$ cat config.mk
export PLATFORM = sky130hd
export DESIGN_NAME = telemetry_threshold_monitor_core
export DESIGN_NICKNAME = d
export VERILOG_FILES = /design/src/rtl/core/ttm_pkg.sv /design/src/rtl/core/ttm_check.sv /design/src/rtl/core/ttm_divider.sv /design/src/rtl/core/telemetry_threshold_monitor_core.sv
export SDC_FILE = /design/constraint.sdc
export NUM_CORES = 2
export LEC_CHECK = 0
export ABC_AREA = 1
export BUFFER_PORTS_ARGS = -buffer_cell sky130_fd_sc_hd__buf_4
export CORE_MARGIN = 2
export CORE_UTILIZATION = 50
export DETAILED_ROUTE_END_ITERATION = 10
export PLACE_DENSITY = 0.69
export SYNTH_ARGS = -nofsm -noshare
export SYNTH_HDL_FRONTEND = slang
export SYNTH_SLANG_ARGS = --single-unit
$ cat constraint.sdc
create_clock -name aclk -period 11.4 [get_ports aclk]
set_input_delay 1.71 -clock aclk [delete_from_list [all_inputs] [get_ports aclk]]
set_output_delay 1.71 -clock aclk [all_outputs]
set_load 0.005 [all_outputs]
$ cat src/rtl/core/ttm_pkg.sv
// Shared types and constants of the telemetry threshold monitor.
`timescale 1ns / 1ps

package ttm_pkg;

    localparam int MAX_RECORDS = 65536;
    localparam int REC_W       = 17;
    localparam int ANOM_W      = 19;
    localparam logic [ANOM_W-1:0] ANOM_MAX = {ANOM_W{1'b1}};

    localparam int IN_W   = 104;
    localparam int OUT_W  = 200;
    localparam int CFG_W  = 24;
    localparam int CFGI_W = 3;

    localparam int DIV_W     = 48;
    localparam int DIV_CNT_W = $clog2(DIV_W);

    localparam logic [CFGI_W-1:0] REG_BATTERY_LOW  = 3'd0;
    localparam logic [CFGI_W-1:0] REG_SPEED_HIGH   = 3'd1;
    localparam logic [CFGI_W-1:0] REG_TEMP_HIGH    = 3'd2;
    localparam logic [CFGI_W-1:0] REG_SAT_MIN      = 3'd3;
    localparam logic [CFGI_W-1:0] REG_ALT_JUMP     = 3'd4;

    typedef enum logic [1:0] {
        S_IDLE,
        S_DIV_SPD,
        S_DIV_ALT
    } ttm_state_t;

    typedef struct packed {
        logic [5:0]         satellites;
        logic signed [15:0] temperature;
        logic [13:0]        battery;
        logic signed [23:0] altitude;
        logic signed [15:0] speed;
        logic [23:0]        time_stamp;
    } ttm_record_t;

    typedef struct packed {
        logic [13:0]        battery_low;
        logic signed [15:0] speed_high;
        logic signed [15:0] temp_high;
        logic [5:0]         sat_min;
        logic [23:0]        alt_jump;
    } ttm_limits_t;

    typedef struct packed {
        logic [4:0]  mask;
        logic [23:0] change;
        logic [2:0]  hits;
    } ttm_check_t;

    typedef struct packed {
        logic                    start;
        logic signed [DIV_W-1:0] dividend;
        logic [REC_W-1:0]        divisor;
    } ttm_div_req_t;

    typedef struct packed {
        logic                    done;
        logic signed [DIV_W-1:0] quotient;
    } ttm_div_rsp_t;

endpackage

$ cat src/rtl/core/ttm_check.sv
// Threshold comparisons and altitude jump of one telemetry record.
`timescale 1ns / 1ps

module ttm_check import ttm_pkg::*; (
    input  ttm_record_t        rec,
    input  ttm_limits_t        limits,
    input  logic signed [23:0] prev_altitude,
    input  logic               run_started,
    output ttm_check_t         result
);

    logic signed [24:0] diff;
    logic [24:0]        diff_abs;
    logic [23:0]        change;
    logic [4:0]         mask;

    always_comb begin
        diff     = 25'(rec.altitude) - 25'(prev_altitude);
        diff_abs = diff[24] ? 25'(-diff) : 25'(diff);
        change   = run_started ? diff_abs[23:0] : 24'd0;
        mask[0]  = rec.battery < limits.battery_low;
        mask[1]  = rec.speed > limits.speed_high;
        mask[2]  = rec.temperature > limits.temp_high;
        mask[3]  = rec.satellites < limits.sat_min;
        mask[4]  = run_started && (change > limits.alt_jump);
        result.mask   = mask;
        result.change = change;
        result.hits   = 3'(mask[0]) + 3'(mask[1]) + 3'(mask[2]) + 3'(mask[3]) + 3'(mask[4]);
    end

endmodule

$ cat src/rtl/core/ttm_divider.sv
// Shared restoring divider for the run averages, one quotient bit per cycle.
`timescale 1ns / 1ps

module ttm_divider import ttm_pkg::*; (
    input  logic         aclk,
    input  logic         aresetn,
    input  ttm_div_req_t req,
    output ttm_div_rsp_t rsp
);

    logic                 busy_reg;
    logic                 done_reg;
    logic [DIV_CNT_W-1:0] cnt_reg;
    logic                 neg_reg;
    logic [DIV_W-1:0]     quo_reg;
    logic [REC_W-1:0]     rem_reg;
    logic [REC_W-1:0]     dsor_reg;

    logic [REC_W:0]   shifted;
    logic [REC_W+1:0] trial;
    logic [DIV_W-1:0] magnitude;

    always_comb begin
        shifted   = {rem_reg, quo_reg[DIV_W-1]};
        trial     = {1'b0, shifted} - {2'b00, dsor_reg};
        magnitude = req.dividend[DIV_W-1] ? DIV_W'(-req.dividend) : DIV_W'(req.dividend);
    end

    always_ff @(posedge aclk) begin
        if (!aresetn) begin
            busy_reg <= 1'b0;
            done_reg <= 1'b0;
            cnt_reg  <= '0;
        end else begin
            done_reg <= 1'b0;
            if (req.start) begin
                busy_reg <= 1'b1;
                cnt_reg  <= '0;
            end else if (busy_reg) begin
                cnt_reg <= cnt_reg + 1'b1;
                if (cnt_reg == DIV_CNT_W'(DIV_W - 1)) begin
                    busy_reg <= 1'b0;
                    done_reg <= 1'b1;
                end
            end
        end
    end

    always_ff @(posedge aclk) begin
        if (req.start) begin
            neg_reg  <= req.dividend[DIV_W-1];
            quo_reg  <= magnitude;
            rem_reg  <= '0;
            dsor_reg <= req.divisor;
        end else if (busy_reg) begin
            if (!trial[REC_W+1]) begin
                rem_reg <= trial[REC_W-1:0];
                quo_reg <= {quo_reg[DIV_W-2:0], 1'b1};
            end else begin
                rem_reg <= shifted[REC_W-1:0];
                quo_reg <= {quo_reg[DIV_W-2:0], 1'b0};
            end
        end
    end

    assign rsp.done     = done_reg;
    assign rsp.quotient = neg_reg ? DIV_W'(-$signed(quo_reg)) : $signed(quo_reg);

endmodule

$ cat src/rtl/core/telemetry_threshold_monitor_core.sv
// Top level of the telemetry threshold monitor: run state, sequencer and output register.
`timescale 1ns / 1ps

// A record that does not end a run is accepted and its result is registered on the
// next edge, so such records can follow every cycle while the result side keeps up;
// s_tready is low while an unaccepted result waits. A record that ends a run
// (tlast, or the record that reaches the record limit) also needs the two run
// averages, which the single shared restoring divider produces one after the other
// at one quotient bit per cycle, each handed over through a registered done flag;
// its result appears once the second quotient is done, and no record is taken
// meanwhile. m_tuser carries the summary flag; the summary fields of m_tdata are
// zero on records that do not end a run.

module telemetry_threshold_monitor_core import ttm_pkg::*; (
    input  logic              aclk,
    input  logic              aresetn,
    input  logic              cfg_we,
    input  logic [CFGI_W-1:0] cfg_index,
    input  logic [CFG_W-1:0]  cfg_data,
    input  logic              s_tvalid,
    output logic              s_tready,
    // time_stamp[23:0], speed[39:24], altitude[63:40], battery[77:64],
    // temperature[93:78], satellites[99:94], zero fill[103:100]
    input  logic [IN_W-1:0]   s_tdata,
    input  logic              s_tlast,
    output logic              m_tvalid,
    input  logic              m_tready,
    // stamp_out[23:0], anomaly_mask[28:24], altitude_change[52:29],
    // anomaly_total[71:53], record_total[88:72], peak_speed[104:89],
    // mean_speed[120:105], peak_altitude[144:121], mean_altitude[168:145],
    // lowest_charge[182:169], peak_temperature[198:183], zero fill[199]
    output logic [OUT_W-1:0]  m_tdata,
    // summary_valid[0]
    output logic              m_tuser
);

    ttm_state_t  state_reg, state_next;
    ttm_limits_t limits_reg;

    logic                    run_started_reg;
    logic signed [23:0]      prev_alt_reg;
    logic signed [15:0]      high_speed_reg;
    logic signed [39:0]      speed_sum_reg;
    logic signed [23:0]      high_alt_reg;
    logic signed [47:0]      alt_sum_reg;
    logic [13:0]             low_batt_reg;
    logic signed [15:0]      high_temp_reg;
    logic [REC_W-1:0]        records_reg;
    logic [ANOM_W-1:0]       anom_reg;
    logic signed [DIV_W-1:0] alt_sum_hold_reg;

    logic                    out_valid_reg;
    logic                    out_summary_reg;
    logic [23:0]             out_stamp_reg;
    logic [4:0]              out_mask_reg;
    logic [23:0]             out_change_reg;
    logic [ANOM_W-1:0]       out_anom_reg;
    logic [REC_W-1:0]        out_records_reg;
    logic [15:0]             out_pk_speed_reg;
    logic [15:0]             out_mn_speed_reg;
    logic [23:0]             out_pk_alt_reg;
    logic [23:0]             out_mn_alt_reg;
    logic [13:0]             out_lo_batt_reg;
    logic [15:0]             out_pk_temp_reg;

    ttm_record_t  rec;
    ttm_check_t   chk;
    ttm_div_req_t div_req;
    ttm_div_rsp_t div_rsp;

    logic                    accept;
    logic                    is_last;
    logic signed [15:0]      high_speed_new;
    logic signed [23:0]      high_alt_new;
    logic [13:0]             low_batt_new;
    logic signed [15:0]      high_temp_new;
    logic signed [39:0]      speed_sum_new;
    logic signed [47:0]      alt_sum_new;
    logic [REC_W-1:0]        records_new;
    logic [ANOM_W:0]         anom_sum;
    logic [ANOM_W-1:0]       anom_new;

    assign rec = ttm_record_t'(s_tdata[99:0]);

    ttm_check u_check (
        .rec           (rec),
        .limits        (limits_reg),
        .prev_altitude (prev_alt_reg),
        .run_started   (run_started_reg),
        .result        (chk)
    );

    ttm_divider u_divider (
        .aclk    (aclk),
        .aresetn (aresetn),
        .req     (div_req),
        .rsp     (div_rsp)
    );

    assign s_tready = (state_reg == S_IDLE) && (!out_valid_reg || m_tready);
    assign accept   = s_tvalid && s_tready;

    always_comb begin
        if (run_started_reg) begin
            high_speed_new = (rec.speed > high_speed_reg) ? rec.speed : high_speed_reg;
            high_alt_new   = (rec.altitude > high_alt_reg) ? rec.altitude : high_alt_reg;
            low_batt_new   = (rec.battery < low_batt_reg) ? rec.battery : low_batt_reg;
            high_temp_new  = (rec.temperature > high_temp_reg) ? rec.temperature
                                                               : high_temp_reg;
        end else begin
            high_speed_new = rec.speed;
            high_alt_new   = rec.altitude;
            low_batt_new   = rec.battery;
            high_temp_new  = rec.temperature;
        end
        speed_sum_new = speed_sum_reg + 40'(rec.speed);
        alt_sum_new   = alt_sum_reg + 48'(rec.altitude);
        records_new   = records_reg + 1'b1;
        anom_sum      = {1'b0, anom_reg} + (ANOM_W + 1)'(chk.hits);
        anom_new      = (anom_sum > (ANOM_W + 1)'(ANOM_MAX)) ? ANOM_MAX : anom_sum[ANOM_W-1:0];
        is_last       = s_tlast || (records_new >= REC_W'(MAX_RECORDS));
    end

    always_ff @(posedge aclk) begin
        if (!aresetn) begin
            state_reg <= S_IDLE;
        end else begin
            state_reg <= state_next;
        end
    end

    always_comb begin
        state_next       = state_reg;
        div_req.start    = 1'b0;
        div_req.dividend = DIV_W'(speed_sum_new);
        div_req.divisor  = records_new;
        unique case (state_reg)
            S_IDLE: begin
                if (accept && is_last) begin
                    div_req.start = 1'b1;
                    state_next    = S_DIV_SPD;
                end
            end
            S_DIV_SPD: begin
                div_req.dividend = alt_sum_hold_reg;
                div_req.divisor  = out_records_reg;
                if (div_rsp.done) begin
                    div_req.start = 1'b1;
                    state_next    = S_DIV_ALT;
                end
            end
            S_DIV_ALT: begin
                div_req.divisor = out_records_reg;
                if (div_rsp.done) begin
                    state_next = S_IDLE;
                end
            end
            default: begin
                state_next = S_IDLE;
            end
        endcase
    end

    always_ff @(posedge aclk) begin
        if (!aresetn) begin
            limits_reg.battery_low <= 14'd2000;
            limits_reg.speed_high  <= 16'sd3500;
            limits_reg.temp_high   <= 16'sd5000;
            limits_reg.sat_min     <= 6'd6;
            limits_reg.alt_jump    <= 24'd3000;
        end else if (cfg_we) begin
            unique case (cfg_index)
                REG_BATTERY_LOW: limits_reg.battery_low <= cfg_data[13:0];
                REG_SPEED_HIGH:  limits_reg.speed_high  <= cfg_data[15:0];
                REG_TEMP_HIGH:   limits_reg.temp_high   <= cfg_data[15:0];
                REG_SAT_MIN:     limits_reg.sat_min     <= cfg_data[5:0];
                REG_ALT_JUMP:    limits_reg.alt_jump    <= cfg_data[23:0];
                default: begin
                end
            endcase
        end
    end

    always_ff @(posedge aclk) begin
        if (!aresetn) begin
            run_started_reg <= 1'b0;
            prev_alt_reg    <= '0;
            high_speed_reg  <= '0;
            speed_sum_reg   <= '0;
            high_alt_reg    <= '0;
            alt_sum_reg     <= '0;
            low_batt_reg    <= '0;
            high_temp_reg   <= '0;
            records_reg     <= '0;
            anom_reg        <= '0;
        end else if (accept) begin
            if (is_last) begin
                run_started_reg <= 1'b0;
                prev_alt_reg    <= '0;
                high_speed_reg  <= '0;
                speed_sum_reg   <= '0;
                high_alt_reg    <= '0;
                alt_sum_reg     <= '0;
                low_batt_reg    <= '0;
                high_temp_reg   <= '0;
                records_reg     <= '0;
                anom_reg        <= '0;
            end else begin
                run_started_reg <= 1'b1;
                prev_alt_reg    <= rec.altitude;
                high_speed_reg  <= high_speed_new;
                speed_sum_reg   <= speed_sum_new;
                high_alt_reg    <= high_alt_new;
                alt_sum_reg     <= alt_sum_new;
                low_batt_reg    <= low_batt_new;
                high_temp_reg   <= high_temp_new;
                records_reg     <= records_new;
                anom_reg        <= anom_new;
            end
        end
    end

    always_ff @(posedge aclk) begin
        if (!aresetn) begin
            out_valid_reg <= 1'b0;
        end else if (accept) begin
            out_valid_reg <= !is_last;
        end else if (state_reg == S_DIV_ALT && div_rsp.done) begin
            out_valid_reg <= 1'b1;
        end else if (m_tready) begin
            out_valid_reg <= 1'b0;
        end
    end

    always_ff @(posedge aclk) begin
        if (accept) begin
            out_summary_reg <= is_last;
            out_stamp_reg   <= rec.time_stamp;
            out_mask_reg    <= chk.mask;
            out_change_reg  <= chk.change;
            out_anom_reg    <= anom_new;
            alt_sum_hold_reg <= alt_sum_new;
            if (is_last) begin
                out_records_reg  <= records_new;
                out_pk_speed_reg <= high_speed_new;
                out_pk_alt_reg   <= high_alt_new;
                out_lo_batt_reg  <= low_batt_new;
                out_pk_temp_reg  <= high_temp_new;
            end else begin
                out_records_reg  <= '0;
                out_pk_speed_reg <= '0;
                out_pk_alt_reg   <= '0;
                out_lo_batt_reg  <= '0;
                out_pk_temp_reg  <= '0;
            end
            out_mn_speed_reg <= '0;
            out_mn_alt_reg   <= '0;
        end else if (state_reg == S_DIV_SPD && div_rsp.done) begin
            out_mn_speed_reg <= div_rsp.quotient[15:0];
        end else if (state_reg == S_DIV_ALT && div_rsp.done) begin
            out_mn_alt_reg <= div_rsp.quotient[23:0];
        end
    end

    assign m_tvalid = out_valid_reg;
    assign m_tuser  = out_summary_reg;
    assign m_tdata  = {1'b0, out_pk_temp_reg, out_lo_batt_reg, out_mn_alt_reg, out_pk_alt_reg,
                       out_mn_speed_reg, out_pk_speed_reg, out_records_reg, out_anom_reg,
                       out_change_reg, out_mask_reg, out_stamp_reg};

endmodule

==> flow_summary.yaml <==
outcome:
  status: "complete, no violations"
clock_tree:
  cts_root_buffer: "sky130_fd_sc_hd__clkbuf_16"
  cts_tree: "built"
  cts.repair.resized: 0
  cts.repair_timing.setup_buffer_count: 0
  cts.reportedPaths.clkPinSlew_ns: 0.05
  hold_buffers: 0
  cts.sink_count: 637
  cts_buffer_depth: 3
  cts_htree_levels: 3
  cts_buffers: 75
  clk_latency_ns: 0.65
floorplanning:
  die_ar_mm2: 0.08179
  die_width_um: 286.0
  chipHeight_um: 286.0
  io_pins: 340
  floorplan.core_area_mm2: 0.07887
  floorplan.initialDensity_pct: 50.41
  fp-row-count: 103
synth:
  ys_warn_count: 0
  post_synth_edffs: 274
  synth_cells: 5372
  async_flop_share_pct: 0
  syn-num-nets: 5800
  largest_family_of_logic_cells_by_synthesized_area: "simple AND/OR/NAND/NOR gates"
  synth_simple_gate_area_share_pct: 25.42
  synthFlopType: "sky130_fd_sc_hd__dfxtp_1"
  synthesis.area_per_instance_um2: 7.401
  post_synth_mux_area_share_pct: 0.05035
  seq_area_frac_synth_pct: 38.97
  synth-xor-area-share_pct: 3.452
  mapped_cell_area_mm2: 0.03976
  synth.lib_cells_used.distinct: 68
  area_fraction_in_compound_gates_after_synthesis_pct: 13.91
  post_synth_fa_ha_maj_area_fraction_pct: 9.289
  ys_seq_elements: 637
global_routing:
  grt_first_pass_wirelength_um: 184200
  grt.overflow.total: 0
  largest_net_degree_at_the_start_of_global_routing: 206
  first_global_vias: 33110
  antenna_found_initial: 3
  global_route.usage.total_pct: 28.24
cells_and_area:
  final_cell_count_no_fill: 6752
  multiInputGateArea_mm2: 0.02075
  highest_count_cells_in_the_layout_ignoring_fill_and_taps: "sky130_fd_sc_hd__nand2_1, sky130_fd_sc_hd__inv_1, sky130_fd_sc_hd__a21oi_1, sky130_fd_sc_hd__nor2_1, sky130_fd_sc_hd__dfxtp_1"
  mostFrequentLayoutCell: "sky130_fd_sc_hd__nand2_1"
  area_growth_syn_to_layout_pct: 14.65
  largest_register_ffs: 76
  finalNetCount: 6064
  fillCellCount: 7526
  seqCellArea_mm2: 0.01550
  post_route_cells_drive_above_1_share_pct: 11.12
hold_path:
  hold_class: "reg2reg"
  min_delay_worst_endpoint: "limits_reg[14]"
  number_of_stages_on_the_worst_hold_path: 2
  hold_start: "limits_reg[14]"
place:
  numPortBuffers: 334
  place_congestion: 0.9304
  dp.final_hpwl_um: 87700
  numPlacedInstances: 6609
run:
  drv_cap: 0
critical_path:
  cp.required_ns: 11.89
  r2r_setup_slack_ns: 2.72
  critPathArrivalTime_ns: 10.20
  path_max_fanout: 5
  slowest_stage: "sky130_fd_sc_hd__fa_1"
  reg2regPathDepth: 39
  cp_slowest_stage_delay_ns: 0.51
  worstReg2RegEnd: "anom_reg[18]"
  crit_path_end_kind: "flop"
  startpoint_of_the_worst_register_to_register_path: "prev_alt_reg[0]"
  timing.setup.critical_path_class: "in2reg"
  critPathLaunch: "s_tdata[40]"
  kind_of_launch_point_of_the_worst_setup_path: "input pin"
detailed_routing:
  postRouteAntennaNets: 0
  number_of_drc_violations_after_detailed_routing_iteration_0: 2808
  detailed_router_iteration_count_before_antenna_repair: 7
  route.detailed.wl_per_inst_um: 17.51
  drt_wl_total_um: 118200
  dr_total_vias: 36100
  vias_per_cell: 5.346
  drt_drc_violations_left: 0
sta:
  max_freq_mhz: 103.0
  timing.final.hold_violations: 0
  drv_slew: 0
  slew-limit-headroom_pct: 13.02
  tightestPinTransition_ns: 1.305
  period_share_pct: 85.13
  finalClockSkew_ns: 0.02573
  totalNegativeSetupSlack_ns: 0
  setup_viol_count_final: 0
  setup_repair_after_global_routing_missed_its_margin: "no"
  final_period_demand_of_the_worst_path_ns: 9.705
pwr:
  seqPwrFrac_pct: 37.9
  power_frac_comb_pct: 29.7
  cell_internal_pwr_mw: 4.810
  p_sw_mw: 2.640
  switching_share_pct: 35.43
  cellPowerDensity_mw_per_mm2: 163.4
  cellLeakagePower_nw: 20.88
  fin_total_pwr_mw: 7.450
  vdd_drop_max_mv: 0.1221
  power_frac_clock_pct: 32.4
-- metal layers --
layer / share of wire, % / GRT usage (%) / vias to the layer above
li1: - / - / 18180
met1: 45 / 39.06 / 16740
met2: 46 / 45.96 / 999
met3: 5.3 / 3.118 / 169
met4: 3.1 / 9.620 / 0
met5: 0 / 0 / -
-- worst max-delay path by stage --
stage	to	slack, ns	cells past startpoint
final	anom_reg[18]	1.70	41
after CTS	anom_reg[18]	1.70	41
after global placement	out_anom_reg[18]	1.23	39
after floorplan	u_divider.quo_reg[0]	2.78	11
after global routing	anom_reg[18]	0.93	41
after detailed placement	anom_reg[18]	1.06	41
-- stage by stage --
stage                     hold slack [ns]  area (um^2)  worst slack (ns)  util (%)
final                              0.4581        45590             1.695     57.80
after global routing               0.4761        45590            0.9300     57.80
after CTS                          0.4596        45580             1.697     57.79
after detailed placement           0.4505        43090             1.059     54.64
after global placement             0.4417        43090             1.232     54.64
after floorplan                    0.4244        39760             2.776         -
-- worst max-delay path: cells and delay by family --
kind                     cells  cell delay, ns
AND/OR/NAND/NOR             19            3.42
XOR/XNOR                     1            0.25
buffers and inverters        7            0.77
AO/OA/AOI/OAI                7            1.49
adder cells (fa/ha/maj)      7            2.58
-- cell usage after synthesis, types with 18 or more instances --
library cell,number,area [um^2]
sky130_fd_sc_hd__nand2_1,1415,5311
sky130_fd_sc_hd__inv_1,729,2736
sky130_fd_sc_hd__a21oi_1,505,2527
sky130_fd_sc_hd__nor2_1,370,1389
sky130_fd_sc_hd__dfxtp_1,363,7267
sky130_fd_sc_hd__nand3_1,309,1546
sky130_fd_sc_hd__o21ai_0,285,1426
sky130_fd_sc_hd__ha_1,284,3553
sky130_fd_sc_hd__edfxtp_1,274,8228
sky130_fd_sc_hd__clkbuf_1,122,457.9
sky130_fd_sc_hd__xor2_1,103,902.1
sky130_fd_sc_hd__nand4_1,57,356.6
sky130_fd_sc_hd__xnor2_1,50,437.9
sky130_fd_sc_hd__or2_2,44,275.3
sky130_fd_sc_hd__nor3_1,41,205.2
sky130_fd_sc_hd__o211ai_1,40,300.3
sky130_fd_sc_hd__o21bai_1,40,300.3
sky130_fd_sc_hd__buf_2,37,185.2
sky130_fd_sc_hd__a31oi_1,29,181.4
sky130_fd_sc_hd__nand2_2,28,175.2
sky130_fd_sc_hd__inv_2,20,75.07
sky130_fd_sc_hd__nor2_2,18,112.6
-- area by class of cell --
class | count | area share, %
Inverter | 752 | 6.219
Multi-Input combinational cell | 3812 | 45.51
Antenna cell | 3 | 0.01647
Clock inverter | 26 | 0.7520
Tap cell | 1050 | 2.882
Sequential cell | 637 | 33.99
Clock buffer | 114 | 4.704
Timing Repair Buffer | 358 | 5.923
-- power by group through the flow --
stage / Sequential, mW / Combinational (mW) / Clock [mW]
4_1_cts: 2.82 / 2.20 / 2.46
5_1_grt: 2.85 / 2.46 / 2.55
3_3_place_gp: 2.86 / 2.16 / 0
2_1_floorplan: 2.85 / 1.47 / 0
3_5_place_dp: 2.87 / 2.19 / 0
6_report: 2.82 / 2.21 / 2.42
-- cell families (layout without fill, tap and decap cells) --
kind of cell               count (synthesis)  after routing
buffers and inverters                    923           1250
other                                      1              4
adders and majority gates                291            291
and+or+nand+nor                         2364           2364
DFF                                      637            637
muxes                                      2              2
xor gates and xnor gates                 155            155
AOI/OAI and AO/OA                        999            999
No activity file was read; power rests on OpenSTA's default activity.
